File: config.mk
export PLATFORM = sky130hd
export DESIGN_NAME = byte_budget_lru_cache_top
export DESIGN_NICKNAME = d
export VERILOG_FILES = /design/src/design/blruc_pkg.sv /design/src/design/blruc_cell.sv /design/src/design/byte_budget_lru_cache_top.sv
export SDC_FILE = /design/constraint.sdc
export NUM_CORES = 2
export LEC_CHECK = 0
export BUFFER_PORTS_ARGS = -buffer_cell sky130_fd_sc_hd__buf_2
export CORE_MARGIN = 5
export CORE_UTILIZATION = 50
export DETAILED_ROUTE_END_ITERATION = 8
export GPL_ROUTABILITY_DRIVEN = 0
export PLACE_DENSITY_LB_ADDON = 0.05
export SLEW_MARGIN = 40
export SYNTH_ARGS = -nofsm -noshare
export SYNTH_HDL_FRONTEND = slang
export SYNTH_SLANG_ARGS = --single-unit
File: constraint.sdc
create_clock -name clock -period 30 [get_ports clock]
set_input_delay 7.5 -clock clock [delete_from_list [all_inputs] [get_ports clock]]
set_output_delay 7.5 -clock clock [all_outputs]
set_load 0.05 [all_outputs]
File: src/design/blruc_pkg.sv
// Shared types and constants for the byte-budget LRU cache.
package blruc_pkg;

   localparam int SIZE_W      = 24;
   localparam int VAL_W       = 32;
   localparam int KEY_IN_W    = 32;
   localparam int OUT_TOTAL_W = 28;
   localparam int OUT_CNT_W   = 5;

   localparam logic [OUT_TOTAL_W-1:0] TOTAL_MAX     = 28'hFFFFFFF;
   localparam logic [SIZE_W-1:0]      CAP_RESET     = 24'h100000;
   localparam logic                   REG_CAPACITY  = 1'b0;
   localparam logic                   OP_GET        = 1'b0;
   localparam logic                   OP_PUT        = 1'b1;

   typedef enum logic [2:0] {
      CMD_NONE,
      CMD_TOUCH,
      CMD_UPDATE,
      CMD_EVICT,
      CMD_INSERT
   } cell_cmd_type;

   typedef struct packed {
      cell_cmd_type      cmd;
      logic [SIZE_W-1:0] size;
      logic [VAL_W-1:0]  payload;
   } cell_ctl_type;

endpackage

File: src/design/blruc_cell.sv
// One cache slot: key, size, payload, valid flag and recency rank.
module blruc_cell #(
   parameter int ENTRIES = 16,
   parameter int KW      = 32,
   parameter int IDX     = 0
) (
   input  logic                              clock,
   input  logic                              reset,
   input  blruc_pkg::cell_ctl_type           ctl,
   input  logic                              sel,
   input  logic [$clog2(ENTRIES)-1:0]        ref_rank,
   input  logic [KW-1:0]                     key_in,
   output logic                              match,
   output logic                              valid,
   output logic [$clog2(ENTRIES)-1:0]        rank,
   output logic [blruc_pkg::SIZE_W-1:0]      size,
   output logic [blruc_pkg::VAL_W-1:0]       payload
);
   localparam int RW = $clog2(ENTRIES);

   logic                         valid_ff;
   logic [RW-1:0]                rank_ff;
   logic [KW-1:0]                key_ff;
   logic [blruc_pkg::SIZE_W-1:0] size_ff;
   logic [blruc_pkg::VAL_W-1:0]  payload_ff;
   logic                         touch;

   assign touch = (ctl.cmd == blruc_pkg::CMD_TOUCH) || (ctl.cmd == blruc_pkg::CMD_UPDATE) ||
                  (ctl.cmd == blruc_pkg::CMD_INSERT);

   always_ff @(posedge clock) begin
      if (reset) begin
         valid_ff <= 1'b0;
         rank_ff  <= RW'(IDX);
      end else begin
         if (touch) begin
            if (sel) rank_ff <= '0;
            else if (rank_ff < ref_rank) rank_ff <= rank_ff + 1'b1;
         end
         if (sel && ctl.cmd == blruc_pkg::CMD_EVICT) valid_ff <= 1'b0;
         if (sel && ctl.cmd == blruc_pkg::CMD_INSERT) valid_ff <= 1'b1;
      end
   end

   always_ff @(posedge clock) begin
      if (sel && (ctl.cmd == blruc_pkg::CMD_UPDATE || ctl.cmd == blruc_pkg::CMD_INSERT)) begin
         size_ff    <= ctl.size;
         payload_ff <= ctl.payload;
      end
      if (sel && ctl.cmd == blruc_pkg::CMD_INSERT) key_ff <= key_in;
   end

   assign match   = valid_ff && (key_ff == key_in);
   assign valid   = valid_ff;
   assign rank    = rank_ff;
   assign size    = size_ff;
   assign payload = payload_ff;
endmodule

File: src/design/byte_budget_lru_cache_top.sv
// Top level of the byte-budget LRU cache: slot cell row, sequencer, ports.
//
//  channel  | ports              | contents
//  ---------+--------------------+------------------------------------------
//  request  | req_t*  (in)       | tuser: opcode; tdata: key, size, value
//  response | rsp_t*  (out)      | tdata: hit, value_out, rejected,
//           |                    |        evicted_count, total_bytes
//  config   | csr_*   (APB)      | reg 0 at 0x0: capacity_bytes
//
// A get or an update goes from accept through lookup, done and the response
// load. A new-key put adds its evict walk, down the ranks from the oldest
// while over budget until the total fits or rank 0 is passed, then a
// placement step that replaces the oldest slot when all are valid, else a
// scan for the lowest free slot. One request in flight at a time.
// Reset clears every slot's valid flag and sets ranks to slot order at once.
// A response held by rsp_tready stalls completion; the next request is
// taken as soon as the current one has moved to the response register.
module byte_budget_lru_cache_top #(
   parameter int ENTRIES  = 16,
   parameter int KEY_BITS = 32
) (
   input  logic         clock,
   input  logic         reset,
   // request: tuser = opcode
   input  logic         req_tvalid,
   output logic         req_tready,
   input  logic [0:0]   req_tuser,
   // [31:0] key, [55:32] content_size, [87:56] content_value
   input  logic [87:0]  req_tdata,
   output logic         rsp_tvalid,
   input  logic         rsp_tready,
   // [0] hit, [32:1] value_out, [33] rejected, [38:34] evicted_count,
   // [66:39] total_bytes, rest zero
   output logic [71:0]  rsp_tdata,
   input  logic         csr_psel,
   input  logic         csr_penable,
   input  logic         csr_pwrite,
   input  logic [2:0]   csr_paddr,
   input  logic [31:0]  csr_pwdata,
   output logic [31:0]  csr_prdata,
   output logic         csr_pready
);
   localparam int RW    = $clog2(ENTRIES);
   localparam int KW    = (KEY_BITS < 32) ? KEY_BITS : 32;
   localparam int TW0   = blruc_pkg::SIZE_W + $clog2(ENTRIES) + 1;
   localparam int TOT_W = (TW0 < 29) ? 29 : TW0;
   localparam int CW0   = $clog2(ENTRIES + 1);
   localparam int CNT_W = (CW0 < 5) ? 5 : CW0;
   localparam logic [RW-1:0] LAST_RANK = RW'(ENTRIES - 1);

   typedef enum logic [2:0] {S_IDLE, S_LOOK, S_EVICT, S_PLACE, S_SCAN, S_DONE} state_type;

   state_type                    state_ff;
   logic                         op_ff;
   logic [KW-1:0]                key_ff;
   logic [blruc_pkg::SIZE_W-1:0] size_ff, cap_ff;
   logic [blruc_pkg::VAL_W-1:0]  val_ff, value_ff;
   logic [TOT_W-1:0]             total_ff, total_in;
   logic [RW-1:0]                vr_ff, scan_ff;
   logic [CNT_W-1:0]             cnt_ff;
   logic                         hit_ff, rej_ff;
   logic                         rsp_valid_ff;
   logic [71:0]                  rsp_data_ff;

   // cell row signals
   blruc_pkg::cell_ctl_type      ctl;
   logic [ENTRIES-1:0]           sel, mv, vv, vsel, ssel;
   logic [RW-1:0]                ref_rank;
   logic [RW-1:0]                c_rank [ENTRIES];
   logic [blruc_pkg::SIZE_W-1:0] c_size [ENTRIES];
   logic [blruc_pkg::VAL_W-1:0]  c_pay  [ENTRIES];

   logic                         hit_any, v_valid, full, s_valid;
   logic [RW-1:0]                m_rank, s_rank;
   logic [blruc_pkg::SIZE_W-1:0] m_size, v_size;
   logic [blruc_pkg::VAL_W-1:0]  m_pay;
   logic                         over;
   logic                         load_rsp;

   for (genvar i = 0; i < ENTRIES; i++) begin : g_cell
      blruc_cell #(.ENTRIES(ENTRIES), .KW(KW), .IDX(i)) u_cell (
         .clock    (clock),
         .reset    (reset),
         .ctl      (ctl),
         .sel      (sel[i]),
         .ref_rank (ref_rank),
         .key_in   (key_ff),
         .match    (mv[i]),
         .valid    (vv[i]),
         .rank     (c_rank[i]),
         .size     (c_size[i]),
         .payload  (c_pay[i])
      );
      assign vsel[i] = (c_rank[i] == vr_ff);
      assign ssel[i] = (RW'(i) == scan_ff);
   end

   // OR trees over the row: match is one-hot, rank and index selects too
   always_comb begin
      m_rank  = '0;
      m_size  = '0;
      m_pay   = '0;
      v_valid = 1'b0;
      v_size  = '0;
      s_rank  = '0;
      for (int i = 0; i < ENTRIES; i++) begin
         if (mv[i]) begin
            m_rank = m_rank | c_rank[i];
            m_size = m_size | c_size[i];
            m_pay  = m_pay  | c_pay[i];
         end
         if (vsel[i]) begin
            v_valid = v_valid | vv[i];
            v_size  = v_size  | c_size[i];
         end
         if (ssel[i]) s_rank = s_rank | c_rank[i];
      end
   end

   assign hit_any = |mv;
   assign full    = &vv;
   assign s_valid = |(vv & ssel);
   assign over    = ({1'b0, total_ff} + {{(TOT_W + 1 - blruc_pkg::SIZE_W){1'b0}}, size_ff})
                    > {{(TOT_W + 1 - blruc_pkg::SIZE_W){1'b0}}, cap_ff};

   // cell commands for the current step
   always_comb begin
      ctl.cmd     = blruc_pkg::CMD_NONE;
      ctl.size    = size_ff;
      ctl.payload = val_ff;
      sel         = '0;
      ref_rank    = m_rank;
      case (state_ff)
         S_LOOK: begin
            if (hit_any && (op_ff == blruc_pkg::OP_GET)) begin
               ctl.cmd = blruc_pkg::CMD_TOUCH;
               sel     = mv;
            end else if (hit_any && size_ff <= cap_ff) begin
               ctl.cmd = blruc_pkg::CMD_UPDATE;
               sel     = mv;
            end
         end
         S_EVICT: begin
            if (over && v_valid) begin
               ctl.cmd = blruc_pkg::CMD_EVICT;
               sel     = vsel;
            end
         end
         S_PLACE: begin
            if (full) begin
               ctl.cmd  = blruc_pkg::CMD_INSERT;
               sel      = vsel;
               ref_rank = LAST_RANK;
            end
         end
         S_SCAN: begin
            if (!s_valid) begin
               ctl.cmd  = blruc_pkg::CMD_INSERT;
               sel      = ssel;
               ref_rank = s_rank;
            end
         end
         default: ;
      endcase
   end

   assign load_rsp = (state_ff == S_DONE) && (!rsp_valid_ff || rsp_tready);

   always_comb begin
      total_in = total_ff;
      case (state_ff)
         S_LOOK:
            if (hit_any && op_ff == blruc_pkg::OP_PUT && size_ff <= cap_ff)
               total_in = total_ff - TOT_W'(m_size) + TOT_W'(size_ff);
         S_EVICT:
            if (over && v_valid) total_in = total_ff - TOT_W'(v_size);
         S_PLACE:
            if (full) total_in = total_ff - TOT_W'(v_size) + TOT_W'(size_ff);
         S_SCAN:
            if (!s_valid) total_in = total_ff + TOT_W'(size_ff);
         default: ;
      endcase
   end

   always_ff @(posedge clock) begin
      if (reset) begin
         state_ff     <= S_IDLE;
         total_ff     <= '0;
         cap_ff       <= blruc_pkg::CAP_RESET;
         rsp_valid_ff <= 1'b0;
      end else begin
         total_ff <= total_in;
         if (csr_psel && csr_penable && csr_pwrite && csr_paddr[2] == blruc_pkg::REG_CAPACITY)
            cap_ff <= csr_pwdata[blruc_pkg::SIZE_W-1:0];
         if (load_rsp) rsp_valid_ff <= 1'b1;
         else if (rsp_tready) rsp_valid_ff <= 1'b0;
         case (state_ff)
            S_IDLE: begin
               if (req_tvalid) begin
                  op_ff    <= req_tuser[0];
                  key_ff   <= req_tdata[KW-1:0];
                  size_ff  <= req_tdata[55:32];
                  val_ff   <= req_tdata[87:56];
                  hit_ff   <= 1'b0;
                  rej_ff   <= 1'b0;
                  value_ff <= '0;
                  cnt_ff   <= '0;
                  state_ff <= S_LOOK;
               end
            end
            S_LOOK: begin
               vr_ff <= LAST_RANK;
               if (op_ff == blruc_pkg::OP_GET) begin
                  hit_ff   <= hit_any;
                  value_ff <= hit_any ? m_pay : '0;
                  state_ff <= S_DONE;
               end else if (size_ff > cap_ff) begin
                  rej_ff   <= 1'b1;
                  state_ff <= S_DONE;
               end else if (hit_any) begin
                  hit_ff   <= 1'b1;
                  state_ff <= S_DONE;
               end else begin
                  state_ff <= S_EVICT;
               end
            end
            S_EVICT: begin
               if (over) begin
                  if (v_valid) cnt_ff <= cnt_ff + 1'b1;
                  if (vr_ff == '0) begin
                     vr_ff    <= LAST_RANK;
                     state_ff <= S_PLACE;
                  end else begin
                     vr_ff <= vr_ff - 1'b1;
                  end
               end else begin
                  vr_ff    <= LAST_RANK;
                  state_ff <= S_PLACE;
               end
            end
            S_PLACE: begin
               scan_ff <= '0;
               if (full) begin
                  cnt_ff   <= cnt_ff + 1'b1;
                  state_ff <= S_DONE;
               end else begin
                  state_ff <= S_SCAN;
               end
            end
            S_SCAN: begin
               if (!s_valid) state_ff <= S_DONE;
               else scan_ff <= scan_ff + 1'b1;
            end
            S_DONE: begin
               if (load_rsp) state_ff <= S_IDLE;
            end
            default: state_ff <= S_IDLE;
         endcase
      end
   end

   // response word, total saturated to the output width
   always_ff @(posedge clock) begin
      if (load_rsp) begin
         rsp_data_ff <= {5'b0,
                         (total_ff > TOT_W'(blruc_pkg::TOTAL_MAX)) ?
                            blruc_pkg::TOTAL_MAX : total_ff[blruc_pkg::OUT_TOTAL_W-1:0],
                         cnt_ff[blruc_pkg::OUT_CNT_W-1:0],
                         rej_ff,
                         value_ff,
                         hit_ff};
      end
   end

   assign req_tready = (state_ff == S_IDLE);
   assign rsp_tvalid = rsp_valid_ff;
   assign rsp_tdata  = rsp_data_ff;
   assign csr_pready = 1'b1;
   assign csr_prdata = (csr_paddr[2] == blruc_pkg::REG_CAPACITY) ?
                       {{(32 - blruc_pkg::SIZE_W){1'b0}}, cap_ff} : 32'h0;
endmodule

==> impl_metrics.toml <==
[timing]
fin_tns_setup_ps = 0
relSlewSlack_pct = 38.76
finalHoldViolCount = 0
fin_crit_sh_pct = 52.24
fin_ws_ps = 14330
rsz0062_at_grt = "no"
slew_violations = 0
worstMarginPinSlew_ps = 918.6
fin_skew_ps = 45.29
min_period_ps = 15670
fmax_mhz = 63.80
finalSetupViolCount = 0

[worst_hold_path]
hold_path_class = "reg -> reg"

[setup_path]
crit_type = "in -> out"
crit_slowest_cell = "buf_2"
crit_path_end_kind = "output port"
crit_family = "buffers and inverters"
r2r_setup_slack_ps = 21630
crit_arrival_ps = 8170
critPathBufInv = 2
crit_path_frequent_cell = "buf_2"
slowest_delay_ps = 360
crit_path_start_kind = "input port"
required_ps = 22500
path_cells = "buf_2, nor2_1, buf_2"
critPathMaxFanout = 26

[power_and_ir_drop]
power.internal_w = 0.004288
pwr-share-seq_pct = 47.1
powerDensity_mw_per_mm2 = 63.85
p_clk_share_pct = 39.0
power.leakage_nw = 30.69
p_comb_share_pct = 13.9
swShare_pct = 26.42
vdd_ir_drop_max_v = 0.00006151
power.switching_w = 0.001540
finalPower_w = 0.005828

[cts]
ctsResizeCount = 0
cts_buffers = 183
holdBufCountCts = 0
clk_pin_slew_ps = 60
clock-sinks = 1748
cts_setup_buffers = 0
clk_path_buf_depth = 3
htreeDepth = 4
worstSkewPairLatency_ps = 840
cts-root-buf = "clkbuf_16"
cts_tree = "done"

[synth]
synth.distinct_cells = 96
synth-seq-cells = 1748
ys_seq_area_share_pct = 63.38
synth_ff_type = "edfxtp_1"
synth_edf_count = 1611
postSynth.asyncResetShare_pct = 0
synth_warnings = 0
avgSynthCellArea_um2 = 13.41
netlist_instances = 6013
synth_area_mm2 = 0.08065

[die]
start_util_pct = 50.29
die_h_um = 411.6
dieArea_mm2 = 0.1694
pin_count = 238
core_mm2 = 0.1604
rows = 147
die_w_um = 411.6

[routing]
ant_nets = 0
drtIter0Drc = 6947
drt_pre_antenna_iters = 6
post_drt_wl_per_cell_um = 31.06
vias_per_cell = 6.478
drt_wl_total_mm = 267.9
drc = 0
vias = 55880

[global_route]
overflow = 0
grt_pass1_wl_mm = 381.6
antenna_found_initial = 9
grtUsageTotal_pct = 30.99
grt_max_degree = 90
grt_pass1_vias = 54105

[place]
io_buffers = 213
hpwl_mm = 158.6
post-place-ws_ps = 14340

[finish]
area_growth_pct = 13.17
drive_gt1_share_pct = 12.16
layout.cells.most_common = "edfxtp_1"
layout_common_cells = "edfxtp_1 (1611), xor2_1 (440), a22oi_1 (311)"
nets = 6698

[outcome]
status = "finished, final reports clean"

[flow_run]
maxCapViolations = 0
==> final cells by class <==
cell class              instances  area (um2)
flip-flops and latches       1748       51120
inverters                     200       750.7
multi-input cells            3759       27930
repair buffers                417        2795
clock buffers                 233        4891
clock inverters               107        1077
well taps                    2160        2703
fillers                     13089       69110
diodes                          2       5.005
==> through the flow <==
step | area (um2) | util (%) | hold slack [ps] | std cells
global route | 91270 | 56.91 | 423.2 | 8625
detailed placement | 85260 | 53.16 | 404.5 | 8283
finish | 91270 | 56.91 | 415.8 | 8626
floorplan | 80700 | - | 400.3 | 6025
global placement | 85040 | 53.02 | 402.6 | 8273
CTS | 91230 | 56.88 | 412.5 | 8623
==> synth_stat cells (27+ instances only) <==
library cell / instances / area share, %
a211oi_1: 47 / 0.44
a21o_1: 56 / 0.52
a21oi_1: 218 / 1.4
a221oi_1: 204 / 2.2
a22o_1: 197 / 2.1
a22oi_1: 311 / 2.9
a31oi_1: 48 / 0.37
and3_1: 56 / 0.43
buf_1: 31 / 0.14
buf_2: 63 / 0.39
clkbuf_1: 207 / 0.96
dfxtp_1: 137 / 3.4
edfxtp_1: 1611 / 60
fa_1: 27 / 0.67
ha_1: 231 / 3.6
inv_1: 199 / 0.93
nand2_1: 286 / 1.3
nand2b_1: 31 / 0.24
nand3_1: 157 / 0.97
nand4_1: 144 / 1.1
nor2_1: 245 / 1.1
nor3_1: 66 / 0.41
nor4_1: 169 / 1.3
o211ai_1: 28 / 0.26
o21ai_0: 107 / 0.66
or4_1: 30 / 0.28
xnor2_1: 264 / 2.9
xor2_1: 440 / 4.8
==> registers in the layout, summed over array words and instances (netlist names), 3 cells and up <==
signal	flops
g_cell.u_cell.valid	16
state_ff	3
total_ff	29
g_cell.u_cell.rank	64
scan_ff	4
value_ff	32
val_ff	32
cnt_ff	5
vr_ff	4
cap_ff	24
g_cell.u_cell.key_ff	512
g_cell.u_cell.payload	512
size_ff	24
key_ff	32
g_cell.u_cell.size	384
rsp_tdata	67
==> power groups by stage <==
stage	combinational [W]	clock, W	sequential [W]
6_report	0.000812	0.00227	0.00274
3_5_place_dp	0.000794	0	0.00279
2_1_floorplan	0.000546	0	0.00279
4_1_cts	0.000800	0.00230	0.00274
5_1_grt	0.000884	0.00240	0.00274
3_3_place_gp	0.000783	0	0.00279
==> worst reg2reg max path: cells and delay by family, from the launching register on <==
family          cells  cell delay [ps]
compound gates     11             3100
flops               1              730
fa+ha+maj           3             1150
xor+xnor            1              100
simple gates        5             1670
buf+inv             4             1240
==> path summary, 6_finish.rpt <==
path	from	to	depth (start not counted)
worst max register to register	size_ff[0]	g_cell[5].u_cell.payload[26]	24
worst min register to register	value_ff[14]	rsp_tdata[15]	0
worst max-delay path	csr_paddr[2]	csr_prdata[20]	3
worst min-delay path	value_ff[14]	rsp_tdata[15]	0
==> per-layer routing <==
layer	vias to the layer above	share of wire, %	track usage [%]
met5	-	0.013	0
met4	4	4.6	12.73
met3	631	8.7	5.271
met2	2926	46	48.62
met1	28194	41	43.14
li1	24125	-	-
==> kinds of logic (layout without fill, tap and decap cells) <==
kind of cell	after synthesis	in the layout	synth area share (%)
multiplexers	19	19	0.2622
AO/OA/AOI/OAI	1406	1406	12.91
buffers and inverters	518	957	2.597
other	2	16	0.009311
flip-flops	1748	1748	63.38
XOR/XNOR	704	704	7.645
AND/OR/NAND/NOR	1358	1358	8.947
adder cells (fa/ha/maj)	258	258	4.254
Power figures use the tool's default switching activity.
